$ cat src/sorted_deadline_timer_queue_top_defines.svh
// Assertion macros shared by the timer queue modules.
`ifndef SORTED_DEADLINE_TIMER_QUEUE_TOP_DEFINES_SVH
`define SORTED_DEADLINE_TIMER_QUEUE_TOP_DEFINES_SVH

// Implication checked on every clock edge outside reset.
`define SDTQ_ASSERT_IMP(label, clk, rst, ante, cons, msg) \
   label: assert property (@(posedge clk) disable iff (rst) (ante) |-> (cons)) \
      else $error(msg);

// Next-cycle implication checked outside reset.
`define SDTQ_ASSERT_NEXT(label, clk, rst, ante, cons, msg) \
   label: assert property (@(posedge clk) disable iff (rst) (ante) |=> (cons)) \
      else $error(msg);

`endif

$ cat src/sdtq_pkg.sv
package sdtq_pkg;

   localparam int unsigned DELAY_W   = 32;
   localparam int unsigned KIND_W    = 2;
   localparam int unsigned OUTCOME_W = 2;
   localparam int unsigned HANDLE_W  = 4;
   localparam int unsigned MAX_FIRE  = 16;
   localparam int unsigned FIRE_CNT_W = 5;

   localparam logic [KIND_W-1:0] KIND_ONCE   = 2'd0;
   localparam logic [KIND_W-1:0] KIND_REPEAT = 2'd1;

   localparam logic MODE_TICK  = 1'b0;
   localparam logic MODE_START = 1'b1;

   localparam logic [OUTCOME_W-1:0] OUT_STARTED  = 2'd0;
   localparam logic [OUTCOME_W-1:0] OUT_REJECTED = 2'd1;
   localparam logic [OUTCOME_W-1:0] OUT_FULL     = 2'd2;
   localparam logic [OUTCOME_W-1:0] OUT_FIRED    = 2'd3;

   typedef enum logic [2:0] {
      ST_IDLE,
      ST_START,
      ST_CHECK,
      ST_FIRE,
      ST_INSERT,
      ST_RESP
   } state_type;

   // controller -> datapath
   typedef struct packed {
      logic load_req;
      logic do_start;
      logic do_tick;
      logic do_pop;
      logic do_insert;
      logic rsp_load;
      logic [OUTCOME_W-1:0] rsp_outcome;
      logic rsp_last;
   } cmd_type;

   // datapath -> controller
   typedef struct packed {
      logic req_start;
      logic start_bad;
      logic table_full;
      logic head_due;
      logic head_repeat;
      logic rsp_busy;
   } stat_type;

endpackage

$ cat src/sdtq_datapath.sv
`include "sorted_deadline_timer_queue_top_defines.svh"
module sdtq_datapath
   import sdtq_pkg::*;
#(
   parameter int unsigned DEPTH     = 16,
   parameter int unsigned TIME_BITS = 40
) (
   input  logic clock,
   input  logic reset,
   input  logic                req_mode,
   input  logic [DELAY_W-1:0]  req_delay,
   input  logic [KIND_W-1:0]   req_kind,
   input  cmd_type     cmd,
   output stat_type    stat,
   input  logic        rsp_tready,
   output logic        rsp_tvalid,
   output logic [7:0]  rsp_tdata,
   output logic        rsp_tlast
);
   localparam int unsigned IDX_W = (DEPTH > 1) ? $clog2(DEPTH) : 1;

   logic [TIME_BITS-1:0] now_ff, now_in;
   logic [TIME_BITS-1:0] dl_ff [DEPTH];
   logic [DELAY_W-1:0]   per_ff [DEPTH];
   logic [IDX_W-1:0]     hdl_ff [DEPTH];
   logic [DEPTH-1:0]     vld_ff;
   logic [DEPTH-1:0]     free_ff;

   logic                 mode_ff;
   logic [DELAY_W-1:0]   delay_ff;
   logic [KIND_W-1:0]    kind_ff;

   // pending insertion operands
   logic [TIME_BITS-1:0] ins_dl_ff;
   logic [DELAY_W-1:0]   ins_per_ff;
   logic [IDX_W-1:0]     ins_h_ff;

   logic                 rv_ff;
   logic [OUTCOME_W-1:0] ro_ff;
   logic [HANDLE_W-1:0]  rh_ff;
   logic                 rl_ff;

   logic [IDX_W-1:0]     low_free;
   logic                 any_free;
   logic [DEPTH-1:0]     after_eq;

   always_comb begin
      low_free = '0;
      any_free = 1'b0;
      for (int i = DEPTH - 1; i >= 0; i--) begin
         if (free_ff[i]) begin
            low_free = IDX_W'(i);
            any_free = 1'b1;
         end
      end
   end

   // an entry moves down one when the new deadline sorts before it
   always_comb begin
      for (int i = 0; i < DEPTH; i++) begin
         after_eq[i] = vld_ff[i] && (ins_dl_ff < dl_ff[i]);
      end
   end

   assign now_in = now_ff + TIME_BITS'(1);

   assign stat.req_start   = mode_ff;
   assign stat.start_bad   = (delay_ff == '0) ||
                             (kind_ff != KIND_ONCE && kind_ff != KIND_REPEAT);
   assign stat.table_full  = !any_free || vld_ff[DEPTH-1];
   assign stat.head_due    = vld_ff[0] && (dl_ff[0] < now_ff);
   assign stat.head_repeat = per_ff[0] != '0;
   assign stat.rsp_busy    = rv_ff;

   always_ff @(posedge clock) begin
      if (cmd.load_req) begin
         mode_ff  <= req_mode;
         delay_ff <= req_delay;
         kind_ff  <= req_kind;
      end
      if (cmd.do_start) begin
         ins_dl_ff  <= now_ff + TIME_BITS'(delay_ff);
         ins_per_ff <= (kind_ff == KIND_REPEAT) ? delay_ff : '0;
         ins_h_ff   <= low_free;
      end
      if (cmd.do_pop) begin
         ins_dl_ff  <= dl_ff[0] + TIME_BITS'(per_ff[0]);
         ins_per_ff <= per_ff[0];
         ins_h_ff   <= hdl_ff[0];
         for (int i = 0; i + 1 < DEPTH; i++) begin
            dl_ff[i]  <= dl_ff[i+1];
            per_ff[i] <= per_ff[i+1];
            hdl_ff[i] <= hdl_ff[i+1];
         end
      end
      if (cmd.do_insert) begin
         for (int i = 0; i < DEPTH; i++) begin
            if (after_eq[i]) begin
               if (i + 1 < DEPTH) begin
                  dl_ff[(i+1) % DEPTH]  <= dl_ff[i];
                  per_ff[(i+1) % DEPTH] <= per_ff[i];
                  hdl_ff[(i+1) % DEPTH] <= hdl_ff[i];
               end
            end
         end
         for (int i = 0; i < DEPTH; i++) begin
            // slot i receives the new entry when it is the first moved or first empty
            if ((after_eq[i] || !vld_ff[i]) &&
                (i == 0 || (!after_eq[(i == 0) ? 0 : i-1] && vld_ff[(i == 0) ? 0 : i-1]))) begin
               dl_ff[i]  <= ins_dl_ff;
               per_ff[i] <= ins_per_ff;
               hdl_ff[i] <= ins_h_ff;
            end
         end
      end
   end

   always_ff @(posedge clock) begin
      if (reset) begin
         now_ff  <= '0;
         vld_ff  <= '0;
         free_ff <= '1;
         rv_ff   <= 1'b0;
      end else begin
         if (cmd.do_tick) begin
            now_ff <= now_in;
         end
         if (cmd.do_start) begin
            free_ff[low_free] <= 1'b0;
         end
         if (cmd.do_pop) begin
            vld_ff <= vld_ff >> 1;
            if (per_ff[0] == '0) begin
               free_ff[hdl_ff[0]] <= 1'b1;
            end
         end
         if (cmd.do_insert) begin
            vld_ff <= {vld_ff[DEPTH-2:0], 1'b1};
         end
         if (cmd.rsp_load) begin
            rv_ff <= 1'b1;
         end else if (rsp_tready) begin
            rv_ff <= 1'b0;
         end
      end
   end

   // ins_h_ff holds the handle of the started timer or of the timer just popped
   always_ff @(posedge clock) begin
      if (cmd.rsp_load) begin
         ro_ff <= cmd.rsp_outcome;
         rh_ff <= (cmd.rsp_outcome == OUT_STARTED || cmd.rsp_outcome == OUT_FIRED) ?
                  HANDLE_W'(ins_h_ff) : '0;
         rl_ff <= cmd.rsp_last;
      end
   end

   assign rsp_tvalid = rv_ff;
   assign rsp_tdata  = {2'b00, rh_ff, ro_ff};
   assign rsp_tlast  = rl_ff;

   `SDTQ_ASSERT_IMP(a_ins_room, clock, reset, cmd.do_insert, !vld_ff[DEPTH-1],
      "insert into a full table")
   `SDTQ_ASSERT_IMP(a_pop_valid, clock, reset, cmd.do_pop, vld_ff[0],
      "pop from an empty table")
   `SDTQ_ASSERT_IMP(a_rsp_hold, clock, reset, cmd.rsp_load, !rv_ff || rsp_tready,
      "result overwritten before taken")
endmodule

$ cat src/sdtq_ctrl.sv
`include "sorted_deadline_timer_queue_top_defines.svh"
module sdtq_ctrl
   import sdtq_pkg::*;
(
   input  logic     clock,
   input  logic     reset,
   input  logic     req_tvalid,
   output logic     req_tready,
   input  logic     rsp_tready,
   input  stat_type stat,
   output cmd_type  cmd
);
   state_type state_ff, state_in;
   logic [FIRE_CNT_W-1:0] cnt_ff, cnt_in;
   logic rsp_free;

   assign rsp_free = !stat.rsp_busy || rsp_tready;

   always_ff @(posedge clock) begin
      if (reset) begin
         state_ff <= ST_IDLE;
         cnt_ff   <= '0;
      end else begin
         state_ff <= state_in;
         cnt_ff   <= cnt_in;
      end
   end

   always_comb begin
      state_in = state_ff;
      cnt_in   = cnt_ff;
      unique case (state_ff)
         ST_IDLE: begin
            if (req_tvalid) begin
               state_in = ST_START;
               cnt_in   = '0;
            end
         end
         ST_START: begin
            if (!stat.req_start) begin
               state_in = ST_CHECK;
            end else if (rsp_free) begin
               state_in = (stat.start_bad || stat.table_full) ? ST_IDLE : ST_INSERT;
            end
         end
         ST_CHECK: begin
            if (stat.head_due && cnt_ff != FIRE_CNT_W'(MAX_FIRE)) begin
               state_in = ST_FIRE;
            end else begin
               state_in = ST_IDLE;
            end
         end
         ST_FIRE: begin
            state_in = stat.head_repeat ? ST_INSERT : ST_RESP;
         end
         ST_INSERT: begin
            state_in = stat.req_start ? ST_IDLE : ST_RESP;
         end
         ST_RESP: begin
            if (rsp_free) begin
               state_in = ST_CHECK;
               cnt_in   = cnt_ff + FIRE_CNT_W'(1);
            end
         end
         default: state_in = ST_IDLE;
      endcase
   end

   always_comb begin
      cmd = '0;
      req_tready = 1'b0;
      unique case (state_ff)
         ST_IDLE: begin
            req_tready   = 1'b1;
            cmd.load_req = req_tvalid;
         end
         ST_START: begin
            if (!stat.req_start) begin
               cmd.do_tick = 1'b1;
            end else if (rsp_free) begin
               cmd.rsp_load = 1'b1;
               cmd.rsp_last = 1'b1;
               if (stat.start_bad) begin
                  cmd.rsp_outcome = OUT_REJECTED;
               end else if (stat.table_full) begin
                  cmd.rsp_outcome = OUT_FULL;
               end else begin
                  cmd.rsp_load = 1'b0;
                  cmd.do_start = 1'b1;
               end
            end
         end
         ST_FIRE: cmd.do_pop = 1'b1;
         ST_INSERT: begin
            cmd.do_insert = 1'b1;
            if (stat.req_start) begin
               cmd.rsp_load    = 1'b1;
               cmd.rsp_outcome = OUT_STARTED;
               cmd.rsp_last    = 1'b1;
            end
         end
         ST_RESP: begin
            if (rsp_free) begin
               cmd.rsp_load    = 1'b1;
               cmd.rsp_outcome = OUT_FIRED;
               cmd.rsp_last    = !stat.head_due || cnt_ff == FIRE_CNT_W'(MAX_FIRE - 1);
            end
         end
         default: ;
      endcase
   end

   `SDTQ_ASSERT_IMP(a_cnt_cap, clock, reset, state_ff == ST_FIRE,
      cnt_ff < FIRE_CNT_W'(MAX_FIRE), "too many timers fired on one tick")
   `SDTQ_ASSERT_NEXT(a_accept_go, clock, reset, req_tvalid && req_tready,
      state_ff == ST_START, "accepted request not started")
   `SDTQ_ASSERT_IMP(a_ready_idle, clock, reset, req_tready, state_ff == ST_IDLE,
      "ready outside idle")
endmodule

$ cat src/sorted_deadline_timer_queue_top.sv
// Channel   Dir  Ports                          Contents
// request   in   req_tvalid/tready/tdata/tuser  tuser: mode; tdata: delay_ms, timer_kind
// result    out  rsp_tvalid/tready/tdata/tlast  tdata: outcome, handle; tlast: last
// A refused start passes idle and the start state; an accepted one also passes the insert
// state. A tick passes idle, start and check, then per fired timer fire and result, with
// insert between them for a repeat timer. The single shared table shift register does one
// pop or one insertion per cycle while no stalled result holds the controller. Reset is
// synchronous and empties the table at once. A stalled result holds the controller until it is taken.
module sorted_deadline_timer_queue_top
   import sdtq_pkg::*;
#(
   parameter int unsigned DEPTH     = 16,
   parameter int unsigned TIME_BITS = 40
) (
   input  logic        clock,
   input  logic        reset,
   input  logic        req_tvalid,
   output logic        req_tready,
   input  logic [39:0] req_tdata,  // delay_ms, timer_kind, zero fill
   input  logic        req_tuser,  // mode
   output logic        rsp_tvalid,
   input  logic        rsp_tready,
   output logic [7:0]  rsp_tdata,  // outcome, handle, zero fill
   output logic        rsp_tlast
);
   cmd_type  cmd;
   stat_type stat;

   sdtq_ctrl u_ctrl (
      .clock(clock), .reset(reset),
      .req_tvalid(req_tvalid), .req_tready(req_tready),
      .rsp_tready(rsp_tready), .stat(stat), .cmd(cmd)
   );

   sdtq_datapath #(.DEPTH(DEPTH), .TIME_BITS(TIME_BITS)) u_dp (
      .clock(clock), .reset(reset),
      .req_mode(req_tuser), .req_delay(req_tdata[31:0]), .req_kind(req_tdata[33:32]),
      .cmd(cmd), .stat(stat),
      .rsp_tready(rsp_tready), .rsp_tvalid(rsp_tvalid),
      .rsp_tdata(rsp_tdata), .rsp_tlast(rsp_tlast)
   );
endmodule
$ cat config.mk
export PLATFORM = sky130hd
export DESIGN_NAME = sorted_deadline_timer_queue_top
export DESIGN_NICKNAME = d
export VERILOG_FILES = /design/src/sdtq_pkg.sv /design/src/sdtq_datapath.sv /design/src/sdtq_ctrl.sv /design/src/sorted_deadline_timer_queue_top.sv
export VERILOG_INCLUDE_DIRS = /design/src /design/src/src
export SDC_FILE = /design/constraint.sdc
export NUM_CORES = 2
export LEC_CHECK = 0
export ABC_CLOCK_PERIOD_IN_PS = 12800
export CORE_UTILIZATION = 50
export CTS_CLUSTER_DIAMETER = 60
export DETAILED_ROUTE_END_ITERATION = 12
export DONT_BUFFER_PORTS = 1
export SYNTH_ARGS = -nofsm -noshare
export SYNTH_HDL_FRONTEND = slang
export SYNTH_SLANG_ARGS = --single-unit
$ cat constraint.sdc
create_clock -name clock -period 12.8 [get_ports clock]
set_input_delay 2.56 -clock clock [delete_from_list [all_inputs] [get_ports clock]]
set_output_delay 2.56 -clock clock [all_outputs]
set_load 0.02 [all_outputs]
==> metrics.log <==
INFO  metric status = finished clean
INFO  metric regToRegSetupSlack = about 6.4 ns
INFO  metric global_route_wire_length_before_repair = between 400000 and 500000 um
INFO  metric period_share = 0.4963
INFO  metric critPathCaptureType = flip-flop
INFO  metric startpoint_of_the_most_critical_hold_path = u_ctrl.cnt_ff[4]
INFO  metric layout.nets = around 9300
INFO  metric timing.critical_path.cells = buf_4 -> ha_1 -> a2111oi_0 -> o21ai_0 -> a311oi_1 -> nor2_1 -> a21oi_1 -> o31ai_1 -> a221oi_1 -> o2111ai_4 -> o211ai_1 -> buf_4 -> buf_4
INFO  metric timing.critical_path.required = ~13 ns
INFO  metric clock_latency = 0.85 ns
INFO  metric slew_headroom = 0.06839
INFO  metric grt-busiest-layer = met2
INFO  metric maximum_achievable_frequency = ~160 MHz
INFO  metric synth_cell_type_count = between 80 and 90
INFO  metric drt-vias-per-instance = about 6.3
INFO  metric fp.coreArea = ~180000 um2
INFO  metric via_count = 68700
INFO  metric grt_util_met2 = 0.4676
INFO  metric globalRouteTotalUtil = 0.3026
INFO  metric totalNegativeSetupSlack = 0 ns
INFO  metric worst-r2r-cell-count = 13
INFO  metric clock_path_buffers = 3
INFO  metric placed_cells_incl_taps = 10660
INFO  metric remaining_drc_errors = 0
INFO  metric maximum_number_of_pins_on_one_net_before_global_route_repair = 211
INFO  metric timing_max_transition_violations_final = 0
INFO  metric critical_path_arrival = 6.80 ns
INFO  metric placement.cell_area = just over 90000 um2
INFO  metric ys_top_cells_by_area = sky130_fd_sc_hd__edfxtp_1 45%, sky130_fd_sc_hd__ha_1 10%, sky130_fd_sc_hd__nand2_1 5.2%
INFO  metric synth_instances = approximately 8800
INFO  metric cap_violations = 0
INFO  metric ir_worst_vdd = between 0.1 and 0.15 mV
INFO  metric cts-buffers-inserted = 172
INFO  metric drive_gt1_frac = 0.1005
INFO  metric start_of_the_worst_register_to_register_path = u_dp.ins_dl_ff[11]
INFO  metric min_delay_worst_endpoint = u_ctrl.cnt_ff[4]
INFO  metric first_global_vias = just under 70000
INFO  metric cts.clk_slew.worst_paths = about 0.06 ns
INFO  metric global_route.usage.met1 = 0.4332
INFO  metric rsz_0062_raised_after_global_routing = no
INFO  metric met3_usage = 0.05528
INFO  metric postSynthAreaPerCell = approximately 10 um2
INFO  metric clock_sinks = around 1400
INFO  metric die_area = 178800 um2
INFO  metric critPathLaunchType = flip-flop
INFO  metric cts.repair_timing.setup_buffer_count = 0
INFO  metric post-synth-top-area-cell = sky130_fd_sc_hd__edfxtp_1
INFO  metric stdcell_count = around 11000
INFO  metric clock_tree.root_cell = sky130_fd_sc_hd__clkbuf_16
INFO  metric critical_path.max_stage_delay = 1.17 ns
INFO  metric netlist_top_cells_count = 1334 x sky130_fd_sc_hd__edfxtp_1, 1219 x sky130_fd_sc_hd__nand2_1, 731 x sky130_fd_sc_hd__ha_1
INFO  metric yosysMostFrequentCell = sky130_fd_sc_hd__edfxtp_1
INFO  metric drt_iter0_drc = between 7000 and 8000
INFO  metric setup_viol = 0
INFO  metric die_h = 422.8 um
INFO  metric final.setup_skew = roughly 0.037 ns
INFO  metric critical_path.most_common_cell = sky130_fd_sc_hd__buf_4
INFO  metric overflow = 0
INFO  metric cts_max_level = 4
INFO  metric core.rowCount = 154
INFO  metric portBuffers = 0
INFO  metric synth-edff-count = about 1300
INFO  metric postSynth.asyncResetShare = 0
INFO  metric ys.warnings.count = 0
INFO  metric drt_first_pass_iters = 6
INFO  metric dominantRegCellSynth = sky130_fd_sc_hd__edfxtp_1
INFO  metric power_density = around 110 nW/um2
INFO  metric timing_worst_slew_pin_value = 1.397 ns
INFO  metric syn_area = roughly 89000 um2
INFO  metric drt.antenna.violating_nets = 0
INFO  metric crit_path_top_delay_cell = sky130_fd_sc_hd__a221oi_1
INFO  metric pre_cts_slack = around 6.5 ns
INFO  metric static-leakage-power = about 38 nW
INFO  metric finish.utilization = 0.5478
INFO  metric period_needed = between 6 and 7 ns
INFO  metric timing.hold.worst.class = flip-flop to flip-flop
INFO  metric cp_top_family = compound AO/OA/AOI/OAI gates
INFO  metric totalWireLength = roughly 270000 um
INFO  metric worst-path-max-fanout = 36
INFO  metric yosys_register_bits = around 1400
INFO  metric antenna_found_initial = 9
INFO  metric setup_ws = ~6.4 ns
INFO  metric floorplan.initialDensity = 0.5033
INFO  metric synth_top_area_frac = 0.4524
INFO  metric final_design_area_no_fill = a little under 100000 um2
INFO  metric seq_area_frac_synth = 0.4708
INFO  metric dpl.hpwl = between 150000 and 200000 um
INFO  metric die_w = approximately 420 um
INFO  metric cp_num_buf_inv = 3
INFO  metric clock_tree_from_tritoncts = yes
INFO  metric pin_count = 56
INFO  metric wl_per_cell = around 25 um
INFO  metric hold_path_depth = 2
INFO  metric gp_congestion = around 0.95
INFO  metric final-hold-violation-count = 0
INFO  metric postCtsResizedCells = 0
INFO  metric timing.setup.critical_path_class = flip-flop to flip-flop
INFO  metric areaGrowthSynthToFinish = 8.855%
INFO  metric timing.rr.end = u_dp.per_ff[13][1]
INFO  metric holdBufCountCts = 0
-- metrics by stage --
stage | hold WS [ns] | power [W]
floorplan | 0.4448 | 0.005561
global placement | 0.4549 | 0.005742
detailed placement | 0.4643 | 0.005752
CTS | 0.4721 | 0.01081
global route | 0.4986 | 0.01104
finish | 0.4707 | 0.01075
-- sequential cells by signal, summed over array words and instances (netlist names), 2 cells and up --
name / flops
u_dp.dl_ff: 640
u_dp.per_ff: 512
u_dp.hdl_ff: 64
u_dp.ins_dl_ff: 40
u_dp.now_ff: 40
u_dp.delay_ff: 32
u_dp.ins_per_ff: 32
u_dp.free_ff: 16
u_dp.vld_ff: 16
u_ctrl.cnt_ff: 5
u_dp.ins_h_ff: 4
u_dp.rh_ff: 4
u_ctrl.state_ff: 3
u_dp.kind_ff: 2
u_dp.ro_ff: 2
-- final cells by class --
cell class                      count  area (um2)
Multi-Input combinational cell   6038       42110
Inverter                          711        2669
Antenna cell                        2       5.005
Sequential cell                  1415       41680
Timing Repair Buffer              152        1179
Tap cell                         2340        2928
Clock buffer                      211        4533
Fill cell                       15610       79540
Clock inverter                    110        1269
-- layer usage --
| metal | vias up | share of wire |
|---|---|---|
| li1 | 31650 | - |
| met1 | 34160 | 0.45 |
| met2 | 2490 | 0.44 |
| met3 | 397 | 0.079 |
| met4 | 2 | 0.027 |
| met5 | - | 0.000047 |
-- worst register-to-register path, delay by kind of cell (launching register included) --
family / cells / cell delay [ns]
compound gates: 8 / 3.59
buf+inv: 3 / 1.25
flops: 1 / 0.62
fa+ha+maj: 1 / 0.33
simple gates: 1 / 0.08
-- cells in the final DEF (no fill, tap or decap), types with 149 or more instances in the layout --
| cell type | n |
|---|---|
| sky130_fd_sc_hd__mux2_2 | 251 |
| sky130_fd_sc_hd__a21oi_1 | 436 |
| sky130_fd_sc_hd__nor2_1 | 417 |
| sky130_fd_sc_hd__a21o_1 | 236 |
| sky130_fd_sc_hd__o22ai_1 | 159 |
| sky130_fd_sc_hd__ha_1 | 731 |
| sky130_fd_sc_hd__buf_4 | 149 |
| sky130_fd_sc_hd__clkbuf_16 | 174 |
| sky130_fd_sc_hd__edfxtp_1 | 1334 |
| sky130_fd_sc_hd__o21ai_0 | 666 |
| sky130_fd_sc_hd__inv_1 | 711 |
| sky130_fd_sc_hd__mux2i_1 | 313 |
| sky130_fd_sc_hd__a22oi_1 | 192 |
| sky130_fd_sc_hd__nand2_1 | 1213 |
-- power breakdown --
part	total [W]	internal (W)	switching (W)
logic	0.000515	0.000177	0.000338
clock network	0.00509	0.00295	0.00214
registers	0.00515	0.00507	0.0000813
-- logic make-up (layout without fill, tap and decap cells) --
family                     Yosys count  after routing  synth area share
AOI/OAI and AO/OA                 2315           2315            0.1714
and+or+nand+nor                   2312           2312            0.1163
DFF                               1415           1415            0.4708
buffers and inverters             1339           1184           0.05887
adders and majority gates          733            733            0.1038
muxes                              579            579           0.06922
xor gates and xnor gates            97             97          0.009595
other                                1              4        0.00004235
-- worst max path at each step --
stage	start	end	slack, ns	cells after the start
floorplan	u_dp.ins_dl_ff[25]	u_dp.dl_ff[2][40]	3.90	13
global placement	u_dp.ins_dl_ff[11]	u_dp.per_ff[13][16]	6.48	13
detailed placement	u_dp.ins_dl_ff[11]	u_dp.per_ff[13][16]	6.48	13
CTS	u_dp.ins_dl_ff[11]	u_dp.per_ff[13][1]	6.43	13
global route	u_dp.ins_dl_ff[11]	u_dp.per_ff[13][1]	6.03	13
finish	u_dp.ins_dl_ff[11]	u_dp.per_ff[13][1]	6.45	13
Note: power is estimated with default switching activity, not from simulation.
